### src/hw/rtl/gn2_fade.sv
// four-stage quintic fade 6t^5-15t^4+10t^3 with truncating steps
module gn2_fade #(
  parameter int unsigned F = 16
) (
  input  logic         clk_i,
  input  logic [F-1:0] t_i,
  output logic [F:0]   fade_o
);

  localparam int unsigned CW = F + 4;
  localparam int unsigned PW = CW + F;
  localparam logic [CW-1:0] S15 = CW'(15) << F;
  localparam logic [CW-1:0] S10 = CW'(10) << F;

  logic [PW-1:0] p1_q, p2_q, p3_q, p4_q;
  logic [F-1:0]  t1_q, t2_q, t3_q;
  logic [CW-1:0] a, c;

  always_comb begin
    a = S15 - CW'(6 * CW'(t_i));
    c = S10 - p1_q[PW-1:F];
  end

  always_ff @(posedge clk_i) begin
    p1_q <= PW'(a * t_i);
    t1_q <= t_i;
    p2_q <= PW'(c * t1_q);
    t2_q <= t1_q;
    p3_q <= PW'(p2_q[PW-1:F] * t2_q);
    t3_q <= t2_q;
    p4_q <= PW'(p3_q[PW-1:F] * t3_q);
  end

  assign fade_o = p4_q[2*F:F];

endmodule

### config.mk
export PLATFORM = sky130hd
export DESIGN_NAME = gn2_fade
export DESIGN_NICKNAME = d
export VERILOG_FILES = /design/src/hw/rtl/gn2_fade.sv
export SDC_FILE = /design/constraint.sdc
export NUM_CORES = 2
export LEC_CHECK = 0
export BUFFER_PORTS_ARGS = -buffer_cell sky130_fd_sc_hd__buf_2
export CAP_MARGIN = 0
export CORE_UTILIZATION = 45
export DETAILED_ROUTE_END_ITERATION = 6
export MAX_ROUTING_LAYER = met4
export PLACE_DENSITY = 0.56
export SYNTH_ARGS = -nofsm -noshare
export SYNTH_HDL_FRONTEND = slang
export SYNTH_SLANG_ARGS = --single-unit
### constraint.sdc
create_clock -name clk_i -period 12.5 [get_ports clk_i]
set_clock_uncertainty 0.05 [all_clocks]
set_input_delay 1.25 -clock clk_i [delete_from_list [all_inputs] [get_ports clk_i]]
set_output_delay 1.25 -clock clk_i [all_outputs]
set_load 0.05 [all_outputs]
==> results.yml <==
outcome:
  outcome: "finished clean"
synthesis:
  ys_seq_area_share_pct: 5.95
  synthCells: 4673
  synthDistinctLibCells: 73
  synth-seq-cells: 125
  synth_adder_area_share_pct: 59.2
  synthXorXnorAreaFrac_pct: 2.54
  netlist_area_um2: 42100
  synth_edf_count: 0
  async_flop_share_pct: 0
  synth_warnings: 0
  synth_nets: 6092
  synthSimpleGateAreaFrac_pct: 16.8
  synth_compound_area_share_pct: 3.89
  syn_avg_cell_area_um2: 9.00
  synth_mux_area_share_pct: 0.0238
  synth_top_flop_cell: "dfxtp_1"
  synth_top_family_by_area: "adder cells"
sta:
  slew_headroom_pct: 20.7
  setup_viol: 0
  min_period_over_period_pct: 84.1
  rsz0062_at_grt: "false"
  worst_pin_slew_ps: 1190
  finalCriticalPeriod_ps: 10510
  fin_tns_setup_ps: 0
  fmax_ghz: 0.0951
  slew_violations: 0
  timing.final.hold_violations: 0
final_layout:
  post-route-cell-area_um2: 44200
  final_common_cell: "inv_1"
  layoutNonFillerInstCount: 5862
  multi_input_area_um2: 34700
  syn_to_final_growth_pct: 5.18
  postLayoutCoreUtil_pct: 48.0
  fin_nets: 6024
  drive_above_1_share_pct: 3.70
  fill_cells: 8930
  layout.area.seq_um2: 2500
  layout_common_cells: "1,085 x inv_1, 981 x fa_1, 837 x nand2_1"
grt:
  antenna_found_initial: 3
  overflow: 0
  grt_max_degree: 30
  track_usage_pct: 25.2
  grt_pass1_wl_um: 179000
  grt_pass1_vias: 32500
setup_path:
  slowest_stage: "o41ai_2"
  worst_path_most_repeated_cell: "fa_1"
  endpoint_kind: "flop"
  crit_path_start_kind: "primary input"
  critPathMaxStageDelay_ps: 600
  cp.required_ps: 12810
  cp_data_arrival_time_ps: 10820
  critPathKind: "primary input to flop"
  path_max_fanout: 23
place:
  placed_cell_area_um2: 43700
  hpwl_um: 83300
  dpl.cell_count: 5829
  io_buffers: 33
  routabilityCongestion: 0.877
clock_network:
  clk_pin_slew_ps: 60
  cts_resized: 0
  hold_buffers: 0
  clockBufferDepth: 2
  cts.sink_count: 125
  clk_latency_ps: 510
  cts.htree.levels: 4
  cts_tree: "built"
  cts_setup_buffers: 0
  cts_made_buffers: 17
  ctsRootBufferMaster: "clkbuf_16"
floorplan:
  die_area_um2: 94700
  num_rows: 111
  start_util_pct: 45.7
  core_um2: 92100
  die_y_um: 308
  fp.dieW_um: 308
  ios: 34
flow_run:
  max_cap_viol_count: 0
hold_path:
  worstHoldPathType: "flop to flop"
drt:
  drc: 0
  drt_wl_total_um: 108000
  drtAntennaViolNets: 0
  vias_per_cell: 5.09
  dr.first_iter.drc_count: 1623
  first_pass_iters: 5
  wl_per_cell_um: 18.4
  dr_total_vias: 29800
[cells by family (layout without fill, tap and decap cells)]
family                   Yosys count  after routing
adder cells (fa/ha/maj)         1402           1402
XOR/XNOR                         121            121
flip-flops                       125            125
AO/OA/AOI/OAI                    239            239
buffers and inverters           1292           1237
multiplexers                       1              1
other                              0              1
AND/OR/NAND/NOR                 1493           1493
[sequential cells by signal, summed over array words and instances, names as in the netlist]
signal	cells
t2_q	16
t3_q	16
t1_q	16
p1_q	20
p4_q	17
p3_q	20
p2_q	20
[synthesized netlist by cell type, drive strengths merged, types with 12 or more instances]
| library cell | instances | area (µm²) |
|---|---|---|
| and2 | 419 | 2620 |
| and4 | 12 | 105 |
| o21a | 12 | 90.1 |
| and3 | 15 | 93.8 |
| clkbuf | 198 | 743 |
| fa | 981 | 19600 |
| xor2 | 34 | 305 |
| o21ai | 43 | 215 |
| nand2 | 837 | 3140 |
| nor3 | 33 | 170 |
| inv | 1085 | 4070 |
| a21oi | 67 | 347 |
| dfxtp | 125 | 2500 |
| a21o | 35 | 263 |
| nor2 | 77 | 289 |
| xnor2 | 87 | 762 |
| nand3 | 24 | 120 |
| nand4 | 24 | 150 |
| nand2b | 15 | 93.8 |
| ha | 421 | 5270 |
[critical path: cells and delay by family]
kind                       cells  cell delay (ps)
xor gates and xnor gates       1               80
adders and majority gates      9             4000
AOI/OAI and AO/OA             13             3730
and+or+nand+nor                4              990
buffers and inverters          6              640
muxes                          1              130
[area by class of cell]
class / count / area share [%]
multi-input cells: 3256 / 78.5
clock buffers: 19 / 1.00
inverters: 1086 / 9.22
diodes: 1 / 0.00566
clock inverters: 13 / 0.294
flip-flops and latches: 125 / 5.66
well taps: 1243 / 3.52
repair buffers: 119 / 1.83
[final timing paths]
kind | slack [ps] | endpoint | cells after the start | start
worst max-delay path | 1990 | p1_q[35] | 34 | t_i[1]
worst min-delay path | 540 | t2_q[10] | 1 | t1_q[10]
worst max register to register | 3970 | p2_q[35] | 26 | p1_q[18]
worst min register to register | 540 | t2_q[10] | 1 | t1_q[10]
[metal layers]
layer	vias up	track usage (%)	wire length, µm
met1	15400	33.4	47800
li1	13600	-	-
met4	0	5.15	1800
met3	113	3.10	5680
met5	-	-	0
met2	702	41.5	52800
[metrics by stage]
| step | worst slack [ps] | hold slack [ps] |
|---|---|---|
| finish | 1990 | 544 |
| global route | 1250 | 568 |
| CTS | 2060 | 565 |
| detailed placement | 1560 | 560 |
| global placement | 1620 | 545 |
| floorplan | 2460 | 279 |
Power is not shown: default switching activity piles up to over one toggle a cycle in this logic, so the estimate is an artifact.
