## config.mk

```make
export PLATFORM = sky130hd
export DESIGN_NAME = gn2_rem
export DESIGN_NICKNAME = d
export VERILOG_FILES = /design/src/hw/rtl/gn2_rem.sv
export SDC_FILE = /design/constraint.sdc
export NUM_CORES = 1
export LEC_CHECK = 0
export BUFFER_PORTS_ARGS = -buffer_cell sky130_fd_sc_hd__clkbuf_2
export CORE_ASPECT_RATIO = 2
export CORE_UTILIZATION = 50
export DETAILED_ROUTE_END_ITERATION = 8
export PLACE_DENSITY = 0.63
export SLEW_MARGIN = 20
export SYNTH_ARGS = -nofsm -noshare
export SYNTH_HDL_FRONTEND = slang
export SYNTH_SLANG_ARGS = --single-unit
```

## constraint.sdc

```tcl
create_clock -name clk_i -period 3.5 [get_ports clk_i]
set_clock_uncertainty 0.05 [all_clocks]
set_input_delay 0 -clock clk_i [delete_from_list [all_inputs] [get_ports clk_i]]
set_output_delay 0 -clock clk_i [all_outputs]
set_load 0.02 [all_outputs]
```

## src/hw/rtl/gn2_rem.sv

```systemverilog
// pipelined restoring remainder, one dividend bit per stage
module gn2_rem #(
  parameter int unsigned NB = 16,
  parameter int unsigned DW = 7
) (
  input  logic          clk_i,
  input  logic [NB-1:0] dividend_i,
  input  logic [DW-1:0] divisor_i,
  output logic [DW-1:0] rem_o
);

  logic [DW-1:0] rem_q  [NB];
  logic [NB-1:0] bits_q [NB];

  for (genvar k = 0; k < NB; k++) begin : g_stage
    logic [DW-1:0] prev_rem;
    logic [NB-1:0] prev_bits;
    logic [DW:0]   trial;
    logic [DW-1:0] rem_d;

    always_comb begin
      prev_rem  = (k == 0) ? '0 : rem_q[(k == 0) ? 0 : k-1];
      prev_bits = (k == 0) ? dividend_i : bits_q[(k == 0) ? 0 : k-1];
      trial     = {prev_rem, prev_bits[NB-1]};
      if (trial >= {1'b0, divisor_i}) begin
        rem_d = DW'(trial - {1'b0, divisor_i});
      end else begin
        rem_d = trial[DW-1:0];
      end
    end

    always_ff @(posedge clk_i) begin
      rem_q[k]  <= rem_d;
      bits_q[k] <= prev_bits << 1;
    end
  end

  assign rem_o = rem_q[NB-1];

endmodule

```

==> results.md <==
* Largest net degree at the start of global routing at 28
* I/O Buffers at 30
* Hold Path Class: in2reg
* Hold buffers post-CTS at 23
* Initial Utilization at 51.17%
* Area occupied by registers at 0.004644 mm2
* Final setup fails at 0
* Crit path required time at about 3.9 ns
* Ys Warns at 0
* Pleak at 5.715 nW
* Die Wd at 109.9 um
* Vias per cell at 5.677
* WL per Instance at 17.34 um
* Syn_area_per_cell at ~11 um2
* Max-Cap Viols at 0
* Highest routed metal layer: met4
* Layout cell share with drive strength beyond 1 at 16.71%
* Minimum clock period at 2.647 ns
* Seq/Total Area, Yosys at between 30% and 40%
* Final Core Density at a little under three fifths
* Syn_nets at about 1200
* DRC errors left at 0
* Core ar. at 0.02274 mm2
* Global-route wire length before repair at 39.83 mm
* Ports at 31
* GP Congestion at around 0.9
* Netlist Area Pre-Place at 0.01164 mm2
* Clock Pin Slew Worst Setup and Hold Paths at approximately 0.06 ns
* Clk pwr share at 20.8%
* Final Cell Area at 0.01297 mm2
* Fill count at around 2000
* Clock sink total at about 230
* Placed Area at 0.01198 mm2
* CTS tree: yes
* Vias in the first global route at 8557
* Fin. Hold Viols at 0
* Crit end category: register
* Post-CTS setup buffers at 0
* CP arrival at approximately 3.0 ns
* Num CTS Buffers at 22
* Hpwl dp at 18.62 mm
* Placement Rows at 78
* Antenna viol nets, final at 0
* H-tree levels at 1
* DRT iter0 DRCs at a little under 300
* P_sw at slightly above 4 mW
* Slew headroom at 43.59%
* Internal power at 7.726 mW
* Switching share of power at 34.79%
* First-pass DRT Iterations at 4
* Clock Latency Late Sink at 0.52 ns
* Status: completed
* M1 wire length at between 8 and 9 mm
* Final period util at 75.62%
* Root buf cell: clkbuf_16
* Number of gates resized after cts at 0
* Global Route Usage Sum at 21.70%
* Die area at 0.02392 mm2
* Die H at between 200 and 250 um
* WL met2 at between 10 and 15 mm
* Sequential group share of total power at 31.6%
* N_diodes at 0
* Fmax achieved at between 300 and 400 MHz
* Cell Pwr Density at 913.3 mW/mm2
* VDD IR-drop max at 0.4657 mV
* Met3 wire length at 645 um
* Worst-Margin Slew at around 0.84 ns
* TNS Setup at 0 ns
* Vias at 8180
* Initial antenna violation count at 0
* P&R area growth vs syn at 11.48%
* GR Overflow Total at 0
* CP Class: reg2reg
* Mapped Cells at 1086
* Crit-path max FO at 7
* Nets at 1291
* Multi-input logic area at 0.006459 mm2
* Synth cell types at 39
* Unrepaired setup endpoints after global routing: no
* Clock buffer depth at 3
* Synth Register Bits at approximately 230
* Combinational power share at approximately 48%
* Type of origin of the critical path: register
* Max-slew violation count at 0
* Detailed Route WL at 24.99 mm
==> path summary, 6_finish.rpt <==
check	startpoint	end	slack (ns)	depth (start not counted)
worst max-delay path	bits_q[1][14]$_DFF_P_	rem_q[9][3]$_DFF_P_	0.85	8
worst min-delay path	dividend_i[13]	bits_q[0][13]$_DFF_P_	0.07	2
worst max register to register	bits_q[1][14]$_DFF_P_	rem_q[9][3]$_DFF_P_	0.85	8
worst min register to register	bits_q[0][58]$_DFF_P_	bits_q[0][74]$_DFF_P_	0.27	0
==> area by class of cell <==
cell class / count / share of cell area (%)
tap: 280 / 2.701
multi-input combinational: 742 / 49.79
timing repair buffer: 59 / 3.279
inverter: 88 / 2.546
clock buffer: 28 / 4.649
sequential: 232 / 35.80
clock inverter: 12 / 1.235
==> layout by cell type, fill, tap and decap left out, drive strengths merged, types with 12 or more instances in the layout <==
master	n
nand2	18
inv	88
o211ai	36
nor3b	19
o21ai	62
fa	15
dlygate4sd3	23
a31oi	12
xnor2	15
nand2b	41
a21oi	22
clkbuf	58
dfxtp	232
nand4	20
ha	107
a311o	16
or4b	14
mux2i	30
mux2	75
xor2	15
a21o	15
nor2	87
nor2b	16
or3b	15
a21boi	15
a211oi	21
a2111oi	15
==> power groups by stage <==
stage | clock [mW] | combinational, mW | sequential [mW]
floorplan | 0 | 4.80 | 3.64
global placement | 0 | 5.54 | 3.81
detailed placement | 0 | 5.62 | 3.81
CTS | 2.55 | 5.66 | 3.75
global route | 2.65 | 6.19 | 3.79
finish | 2.47 | 5.64 | 3.74
==> worst max-delay path, stage by stage (launching register included) <==
cell	delay, ns
dfxtp_1	0.30
inv_1	0.19
ha_1	0.23
inv_1	0.06
fa_1	0.42
a211oi_2	0.31
o211ai_1	0.14
a311o_1	0.49
mux2_4	0.35
==> routing by layer <==
metal | vias up | GRT usage, %
met4 | 0 | 13.91
met2 | 146 | 44.21
met3 | 79 | 3.168
met1 | 3903 | 18.15
met5 | - | 0
li1 | 4052 | -
==> cells by family after synthesis <==
| group | synth area share (%) |
|---|---|
| buffers and inverters | 4.581 |
| XOR/XNOR | 2.258 |
| flip-flops | 39.91 |
| multiplexers | 12.26 |
| adder cells (fa/ha/maj) | 14.09 |
| AND/OR/NAND/NOR | 12.37 |
| AO/OA/AOI/OAI | 14.54 |
==> state kept, by name (all words and copies together) (netlist names) <==
name    cells
bits_q    120
rem_q     112
==> stage by stage <==
step | instances | hold slack (ns) | total power [mW] | worst slack [ns]
3_3_place_gp | 1378 | 0.05218 | 9.352 | 0.6905
5_1_grt | 1441 | 0.04285 | 12.63 | 0.6947
6_report | 1441 | 0.06503 | 11.85 | 0.8533
4_1_cts | 1441 | 0.03740 | 11.96 | 0.8292
2_1_floorplan | 1086 | -0.02228 | 8.440 | 0.9914
3_5_place_dp | 1378 | 0.05390 | 9.424 | 0.6687
==> cells in the mapped netlist (all sizes together) <==
cell type	n	area [um2]
nor2b	16	100.1
nand2b	41	256.5
nor3	1	10.01
nand2	18	67.56
nand3	6	30.03
and3	2	12.51
a2111oi	15	131.4
nand3b	6	45.04
a211oi	21	232.7
buf	15	168.9
and3b	5	43.79
a221o	1	10.01
a311oi	9	78.83
a21boi	15	112.6
dfxtp	232	4644
fa	15	300.3
xnor2	15	131.4
mux2i	30	300.3
nor2	87	326.6
xor2	15	131.4
a21o	15	112.6
o2111ai	9	78.83
nand4	20	125.1
a21oi	22	110.1
a31oi	12	75.07
nor3b	19	142.6
or3b	15	131.4
o211ai	36	270.3
or4b	14	140.1
inv	88	330.3
o21ai	62	310.3
o31a	1	8.760
a311o	16	160.2
or4	1	7.510
mux2	75	1126
ha	107	1339
clkbuf	9	33.78
Note: power is estimated with default switching activity, not from simulation.
