$ cat src/hw/rtl/gn2_pkg.sv
// shared constants and types for the 2d gradient noise unit
package gn2_pkg;

  localparam int unsigned MAX_GRID_SIDE = 64;

  localparam int unsigned COORD_W = 32;
  localparam int unsigned TIDX_W  = 12;
  localparam int unsigned NOISE_W = 20;
  localparam int unsigned CFG_W   = 7;
  localparam int unsigned CFG_IDX_W = 1;

  localparam logic MODE_LOAD = 1'b0;
  localparam logic MODE_EVAL = 1'b1;

  localparam logic [CFG_IDX_W-1:0] CFG_GRID_WIDTH  = 1'b0;
  localparam logic [CFG_IDX_W-1:0] CFG_GRID_HEIGHT = 1'b1;

  localparam logic signed [NOISE_W-1:0] NOISE_MIN = -20'sd524288;
  localparam logic signed [NOISE_W-1:0] NOISE_MAX = 20'sd524287;

  typedef logic signed [NOISE_W-1:0] noise_t;

endpackage

$ cat src/hw/rtl/gn2_if.sv


interface gn2_out_if import gn2_pkg::*; ();
  logic   valid;
  logic   ready;
  noise_t noise_value;

  modport source (output valid, noise_value, input ready);
  modport sink   (input valid, noise_value, output ready);
endinterface

$ cat src/hw/rtl/gn2_out_fifo.sv
// result queue that decouples the fixed-latency pipeline from the sink
module gn2_out_fifo import gn2_pkg::*; #(
  parameter int unsigned AW = 5
) (
  input  logic       clk_i,
  input  logic       rst_ni,
  input  logic       push_i,
  input  noise_t     push_data_i,
  gn2_out_if.source  out_chan
);

  localparam int unsigned FD = 1 << AW;

  noise_t        mem_q [FD];
  logic [AW-1:0] wptr_q, wptr_d, rptr_q, rptr_d;
  logic [AW:0]   cnt_q, cnt_d;
  logic          pop;

  assign out_chan.valid       = (cnt_q != '0);
  assign out_chan.noise_value = mem_q[rptr_q];
  assign pop                  = out_chan.valid & out_chan.ready;

  always_comb begin
    wptr_d = push_i ? wptr_q + 1'b1 : wptr_q;
    rptr_d = pop ? rptr_q + 1'b1 : rptr_q;
    cnt_d  = cnt_q + (AW+1)'(push_i) - (AW+1)'(pop);
  end

  always_ff @(posedge clk_i or negedge rst_ni) begin
    if (!rst_ni) begin
      wptr_q <= '0;
      rptr_q <= '0;
      cnt_q  <= '0;
    end else begin
      wptr_q <= wptr_d;
      rptr_q <= rptr_d;
      cnt_q  <= cnt_d;
    end
  end

  always_ff @(posedge clk_i) begin
    if (push_i) begin
      mem_q[wptr_q] <= push_data_i;
    end
  end

endmodule

$ cat src/flat_wrapper.sv
// flat-port wrapper written by rule: the top's interface ports become plain ports
module gn2_out_fifo_flat import gn2_pkg::*;
#(
  parameter int unsigned AW = 5
)
  (clk_i, rst_ni, push_i, push_data_i, out_chan_valid, out_chan_noise_value, out_chan_ready);
  gn2_out_if out_chan_i ();
  input  logic clk_i;
  input  logic rst_ni;
  input  logic push_i;
  input  noise_t push_data_i;
  output wire logic [$bits(out_chan_i.valid)-1:0] out_chan_valid;
  output wire logic [$bits(out_chan_i.noise_value)-1:0] out_chan_noise_value;
  input wire logic [$bits(out_chan_i.ready)-1:0] out_chan_ready;
  assign out_chan_valid = out_chan_i.valid;
  assign out_chan_noise_value = out_chan_i.noise_value;
  assign out_chan_i.ready = out_chan_ready;
  gn2_out_fifo #(.AW(AW)) u_core (.clk_i(clk_i), .rst_ni(rst_ni), .push_i(push_i), .push_data_i(push_data_i), .out_chan(out_chan_i));
endmodule
$ cat config.mk
export PLATFORM = sky130hd
export DESIGN_NAME = gn2_out_fifo_flat
export DESIGN_NICKNAME = d
export VERILOG_FILES = /design/src/hw/rtl/gn2_pkg.sv /design/src/hw/rtl/gn2_if.sv /design/src/hw/rtl/gn2_out_fifo.sv /design/src/flat_wrapper.sv
export SDC_FILE = /design/constraint.sdc
export NUM_CORES = 1
export LEC_CHECK = 0
export BUFFER_PORTS_ARGS = -buffer_cell sky130_fd_sc_hd__buf_4
export CELL_PAD_IN_SITES_DETAIL_PLACEMENT = 0
export CELL_PAD_IN_SITES_GLOBAL_PLACEMENT = 2
export CORE_MARGIN = 4
export CORE_UTILIZATION = 45
export CTS_CLUSTER_SIZE = 16
export DETAILED_ROUTE_END_ITERATION = 10
export GPL_TIMING_DRIVEN = 0
export HOLD_SLACK_MARGIN = 0.06
export PLACE_DENSITY = 0.86
export RECOVER_POWER = 50
export SLEW_MARGIN = 20
export SYNTH_ARGS = -nofsm -noshare
export SYNTH_HDL_FRONTEND = slang
export SYNTH_SLANG_ARGS = --single-unit
$ cat constraint.sdc
create_clock -name clk_i -period 2.6 [get_ports clk_i]
set_input_delay 0.52 -clock clk_i [delete_from_list [all_inputs] [get_ports clk_i]]
set_output_delay 0.52 -clock clk_i [all_outputs]
set_load 0.1 [all_outputs]
==> flow_summary.toml, run 1 <==
[die]
start_util_pct = 45.6
num_rows = 86
dieArea_um2 = 59900
die_h_um = 245
core-area_um2 = 55300
num_io_pins = 45
die_x_um = 245

[timing]
drv_slew = 593
fin_crit_sh_pct = 131
rsz0062_at_grt = "yes"
fmax_mhz = 294
fin_skew_ns = 0.0285
hold_viol_final = 0
final.min_clock_period_ns = 3.40
setup_viol = 20
tightest_slew_ns = 1.85
fin_ws_ns = -0.796
slew_headroom_pct = -23.6

[critical_path]
cp_num_buf_inv = 4
crit_required_ns = 2.08
crit_family = "compound AO/OA/AOI/OAI gates"
cp-start-kind = "register"
criticalPathCategory = "register to output port"
rrSetupSlack_ns = 0.10
cpPeakStageDelay_ns = 0.50
slowest_stage = "mux4_2"
end_kind = "output port"
r2r-start = "u_core.wptr_q[1]"
cp.arrival_ns = 2.88
ff2ff_path_depth = 5
cp_cell_sequence = "buf_12 -> buf_12 -> buf_4 -> mux4_2 -> a22o_4 -> a211oi_4 -> a21oi_4 -> buf_12"
worst_path_most_repeated_cell = "buf_12"
crit_cells = 8
reg2reg_to = "u_core.mem_q[17][5]"
critPathMaxFanout = 8

[clocking]
cts_sinks = 656
clockRootBuffer = "clkbuf_16"
clk_latency_ns = 0.62
path_clk_slew_ns = 0.07
clock_path_buffers = 3
numCtsBuffers = 59
htree_levels = 2
cts_tree = "done"

[job]
cap_violations = 18

[place]
dp_slack_ns = -1.04
gp_congestion = 0.829
dp.final_hpwl_um = 36700
port_buffers = 44

[route]
wirelength_um = 59400
drc = 0
ant_nets = 0
wl_per_cell_um = 27.7
via_per_inst = 5.80
dr.pass1.iters = 5
num_vias = 12500
drt-initial-drc-count = 1577

[synth]
syn_area_per_cell_um2 = 21.4
synth_area_leader_cell = "edfxtp_1"
ys.flop_type = "edfxtp_1"
yosysWarnings = 0
syn-num-nets = 1219
synth-seq-cells = 656
syn_area_um2 = 25200
ys_top_cells_by_count = "640 x edfxtp_1, 120 x mux4_2, 80 x mux2i_1"
synth_edf_count = 640
synth_top_area_share_pct = 76.2
synthCells = 1181
synth.most_common_cell = "edfxtp_1"
synth_area_leaders = "edfxtp_1 76%, mux4_2 11%, mux2i_1 3.2%"
synthArstFlopShare_pct = 2.44
synth_cell_types = 41
seq_area_frac_synth_pct = 77.8

[layout]
syn2layout_area_growth_pct = 23.3
antennaDiodeCount = 0
n_fill_cell = 3975
final_layout_size_suffix_gt1_share_pct = 37.9
fin_nets = 1391

[grt]
track_usage_pct = 19.7
grt_pass1_wl_um = 85400
antenna_found_initial = 0
grt_max_degree = 33
gr-total-overflow = 0
grt_pass1_vias = 12400

[run_status]
status = "complete, but fails checks"
violations = "max-capacitance violations, max-slew violations, negative setup slack"

[pwr]
irDropWorstVdd_uv = 1390
p_total_mw = 38.3
p_leak_nw = 9.93
p_per_area_nw_per_um2 = 1230

[worst_hold_path]
hold_path_end = "u_core.cnt_q[0]"
worstHoldStart = "push_i"
min_path_type = "primary input to register"
min_delay_path_depth = 2
==> per-layer routing <==
layer	wire length [um]	track usage (%)	up-vias
met4	1610	5.07	0
met3	4130	4.15	82
met1	24400	27.4	6623
met5	0	0	-
li1	-	-	5293
met2	29300	32.1	474
==> cell type report <==
class,count,area (um^2),area share [%]
plain buffers,66,634,2.04
clock buffers,82,1650,5.29
multi-input cells,439,6520,21.0
inverters,16,60.1,0.193
repair buffers,115,1480,4.76
well taps,748,936,3.01
clock inverters,27,216,0.696
flip-flops and latches,656,19600,63.1
==> repair_timing <==
action                                 in CTS  in global routing
pin swaps                                  43                 33
setup endpoints to repair                  20                 21
endpoints found under the hold margin      16                  0
gates cloned                                6                  3
gates resized for setup                   283                 54
buffers inserted                           20                  9
hold buffers                                1                  0
==> layout by cell type, fill, tap and decap left out, types with 13 or more instances in the layout <==
cell       instances
buf_6             19
a211oi_2          21
clkbuf_4          13
a22oi_2           21
buf_12            39
mux2i_1           63
o22ai_1           18
inv_1             13
mux4_2           120
a21oi_4           19
clkbuf_1          46
o221ai_2          17
edfxtp_1         640
clkbuf_16         64
buf_8             15
dfrtp_1           15
buf_4             36
a211oi_4          18
==> cell families after synthesis <==
family / share of synthesized area (%)
AOI/OAI and AO/OA: 4.34
xor gates and xnor gates: 0.312
adders and majority gates: 0.724
buffers and inverters: 1.75
DFF: 77.8
muxes: 13.9
and+or+nand+nor: 1.19
==> worst max path at each step <==
stage / to / startpoint / slack (ns)
6_report: out_chan_noise_value[13] / u_core.rptr_q[0] / -0.80
5_1_grt: out_chan_noise_value[17] / u_core.rptr_q[0] / -0.82
4_1_cts: out_chan_noise_value[10] / u_core.rptr_q[0] / -0.79
3_5_place_dp: out_chan_noise_value[0] / u_core.rptr_q[1] / -1.04
3_3_place_gp: u_core.mem_q[18][6] / push_i / -2.00
2_1_floorplan: u_core.mem_q[10][0] / push_i / -0.26
==> sequential cells by signal, indices dropped and copies added, names as in the netlist <==
register	cells
u_core.mem_q	640
u_core.cnt_q	6
u_core.rptr_q	5
u_core.wptr_q	5
==> through the flow <==
step	instance area [um^2]	TNS (ns)	util [%]	hold slack [ns]	instances
after floorplan	25500	-30.05	-	0.224	1181
after global placement	26800	-599.41	48.5	0.416	1973
after detailed placement	27400	-40.55	49.5	0.418	2005
after CTS	30800	-14.85	55.7	0.157	2139
after global routing	31100	-15.71	56.3	0.176	2149
final	31100	-14.71	56.3	0.189	2149
==> where the power goes <==
group          leakage [nW]  switching [mW]  internal (mW)
Clock                 0.912            3.67           4.71
Combinational          3.06            10.2           7.14
Sequential             5.95           0.219           12.4
Total                  9.93            14.1           24.2
(Power assumes the default switching activity.)
==> run 2: changes to the inputs <==
--- a/config.mk
+++ b/config.mk
@@ -9,12 +9,12 @@
 export CELL_PAD_IN_SITES_DETAIL_PLACEMENT = 0
 export CELL_PAD_IN_SITES_GLOBAL_PLACEMENT = 2
 export CORE_MARGIN = 4
-export CORE_UTILIZATION = 45
+export CORE_UTILIZATION = 40
 export CTS_CLUSTER_SIZE = 16
 export DETAILED_ROUTE_END_ITERATION = 10
 export GPL_TIMING_DRIVEN = 0
 export HOLD_SLACK_MARGIN = 0.06
-export PLACE_DENSITY = 0.86
+export PLACE_DENSITY = 0.79
 export RECOVER_POWER = 50
 export SLEW_MARGIN = 20
 export SYNTH_ARGS = -nofsm -noshare
==> run 2 against run 1 <==
Effect of this change:
- the flow still finishes with violations (max-capacitance violations, max-slew violations, negative setup slack)
- non-clock buffer count stayed put
- worst setup slack worse by 0.021 ns
- critical path type unchanged
- cell count is 4.7% higher
- utilization is 5.8 points lower
- power is 0.30% lower
- fmax is 0.62% lower
- global-route usage is 1.3 points lower
- register-to-register slack hardly changed
- sequential power hardly changed
==> flow_summary.toml, run 2 (synthesized netlist as in run 1, its figures left out) <==
[run_status]
status = "complete, but fails checks"
violations = "max-capacitance violations, max-slew violations, negative setup slack"

[layout]
layout_common_cells = "640 x edfxtp_1, 120 x mux4_2, 74 x clkbuf_16"
final_common_cell = "edfxtp_1"
layout.cells.non_filler = 2249
reg_top3 = "u_core.mem_q: 640 flops, u_core.cnt_q: 6 flops"
fin_area_um2 = 31300
n_fill_cell = 4783
regArea_um2 = 19600
fin_nets = 1401
largest_reg_flops = 640
syn2layout_area_growth_pct = 24.1
regMostFlops = "u_core.mem_q"
multi_input_area_um2 = 6380
final_util_pct = 50.5
final_layout_size_suffix_gt1_share_pct = 36.7

[critical_path]
cp_cell_sequence = "buf_6 -> buf_12 -> buf_12 -> buf_16 -> buf_12 -> clkbuf_16 -> mux2i_1 -> o221ai_1 -> a211oi_4 -> a21oi_4 -> buf_6"
cp.arrival_ns = 2.90
worst_path_most_repeated_cell = "buf_12"
cpPeakStageDelay_ns = 0.41
cp-start-kind = "register"
end_kind = "output port"
critPathMaxFanout = 6
crit_required_ns = 2.08
criticalPathCategory = "register to output port"
slowest_stage = "a211oi_4"
ff2ff_path_depth = 6

[place]
placed_cells = 2099
dp.final_hpwl_um = 39800
gp_congestion = 0.770
place_area_um2 = 27800
port_buffers = 44

[die]
dieArea_um2 = 67200
die_x_um = 259
core-area_um2 = 62100
start_util_pct = 40.7
num_rows = 91
num_io_pins = 45
die_h_um = 259

[timing]
drv_slew = 99
fin_ws_ns = -0.817
setup_viol = 20
fin_crit_sh_pct = 131
hold_viol_final = 0
tightest_slew_ns = 1.58
fin_skew_ns = 0.0150
slew_headroom_pct = -5.53
rsz0062_at_grt = "yes"
fmax_mhz = 293
final.min_clock_period_ns = 3.42

[grt]
gr-total-overflow = 0
track_usage_pct = 18.4
grt_pass1_vias = 12900
grt_pass1_wl_um = 89000
grt_max_degree = 33
antenna_found_initial = 4

[worst_hold_path]
min_delay_path_depth = 2
min_path_type = "primary input to register"

[pwr]
p_total_mw = 38.2
p_sw_share_pct = 36.7
p_leak_nw = 10.0
clkPwrFrac_pct = 23.5
irDropWorstVdd_uv = 1010
p_switching_mw = 14.0
intPower_mw = 24.1
p_per_area_nw_per_um2 = 1220
seqPwrFrac_pct = 32.9
comb_power_share_pct = 43.6

[clocking]
clockRootBuffer = "clkbuf_16"
htree_levels = 3
clk_latency_ns = 0.61
cts_tree = "done"
clock_path_buffers = 3
numCtsBuffers = 69
cts_sinks = 656
path_clk_slew_ns = 0.06

[route]
num_vias = 12600
ant_nets = 0
dr.pass1.iters = 5
drc = 0
via_per_inst = 5.60
drt-initial-drc-count = 1254
wl_per_cell_um = 27.4
wirelength_um = 61700

[job]
cap_violations = 3
-- run 2: cell count changes in the layout (fill, tap and decap cells not counted), moves of 5 or more --
cell       delta
a22oi_2       -9
clkbuf_8      -6
mux2i_2       +5
nor2_4        +9
buf_4         -5
nor3_2        -5
buf_16        +7
inv_6         +5
clkbuf_16    +10
mux2i_4       -7
nor2_2        -9
a22oi_1       +9
nor3_4        +5
-- run 2: area by class of cell --
| cell class | count | share of cell area (%) |
|---|---|---|
| plain buffers | 69 | 2.02 |
| repair buffers | 112 | 4.93 |
| clock buffers | 84 | 5.83 |
| clock inverters | 34 | 0.643 |
| diodes | 2 | 0.0160 |
| inverters | 16 | 0.192 |
| flip-flops and latches | 656 | 62.7 |
| well taps | 837 | 3.34 |
| multi-input cells | 439 | 20.4 |
-- run 2: worst paths after layout --
path,start,slack (ns),endpoint
min in group asynchronous,rst_ni,0.69,u_core.cnt_q[3]
setup reg to reg,u_core.wptr_q[0],0.09,u_core.mem_q[16][10]
hold / removal,push_i,0.17,u_core.cnt_q[0]
setup / recovery,u_core.rptr_q[0],-0.82,out_chan_noise_value[5]
hold reg to reg,u_core.wptr_q[0],0.56,u_core.wptr_q[0]
max in group asynchronous,rst_ni,1.18,u_core.rptr_q[3]
-- run 2: worst max-delay path, delay by kind of cell, from the launching register on --
family | cells | cell delay (ns)
buffers and inverters | 7 | 1.07
flip-flops | 1 | 0.39
AO/OA/AOI/OAI | 3 | 0.67
multiplexers | 1 | 0.15
-- run 2: per-stage QoR --
stage / hold slack [ns] / setup slack, ns / TNS [ns]
after CTS: 0.139 / -0.855 / -16.35
final: 0.168 / -0.817 / -15.53
after floorplan: 0.224 / -0.263 / -30.05
after global placement: 0.419 / -2.35 / -762.37
after detailed placement: 0.426 / -1.01 / -67.54
after global routing: 0.166 / -0.900 / -16.80
-- run 2: routing by layer --
layer / vias up / routed length, um / track usage, %
li1: 5335 / - / -
met1: 6737 / 24200 / 23.6
met2: 426 / 31700 / 31.5
met3: 96 / 4120 / 4.06
met4: 6 / 1610 / 5.80
met5: - / 39 / 0
-- run 2: timing repair --
item / CTS / global route
cloned: 1 / 3
endpoints found under the hold margin: 16 / 0
setup endpoints to repair: 34 / 74
resized for setup: 182 / 94
pin swaps: 18 / 41
hold buffers: 1 / 0
setup buffers: 7 / 19
-- run 2: power by group through the flow --
stage | combinational (mW) | sequential (mW) | clock, mW
finish | 16.6 | 12.6 | 8.97
global route | 17.3 | 12.6 | 9.62
CTS | 15.4 | 12.5 | 9.13
detailed placement | 13.3 | 12.7 | 0
global placement | 12.9 | 12.7 | 0
floorplan | 9.42 | 12.7 | 0
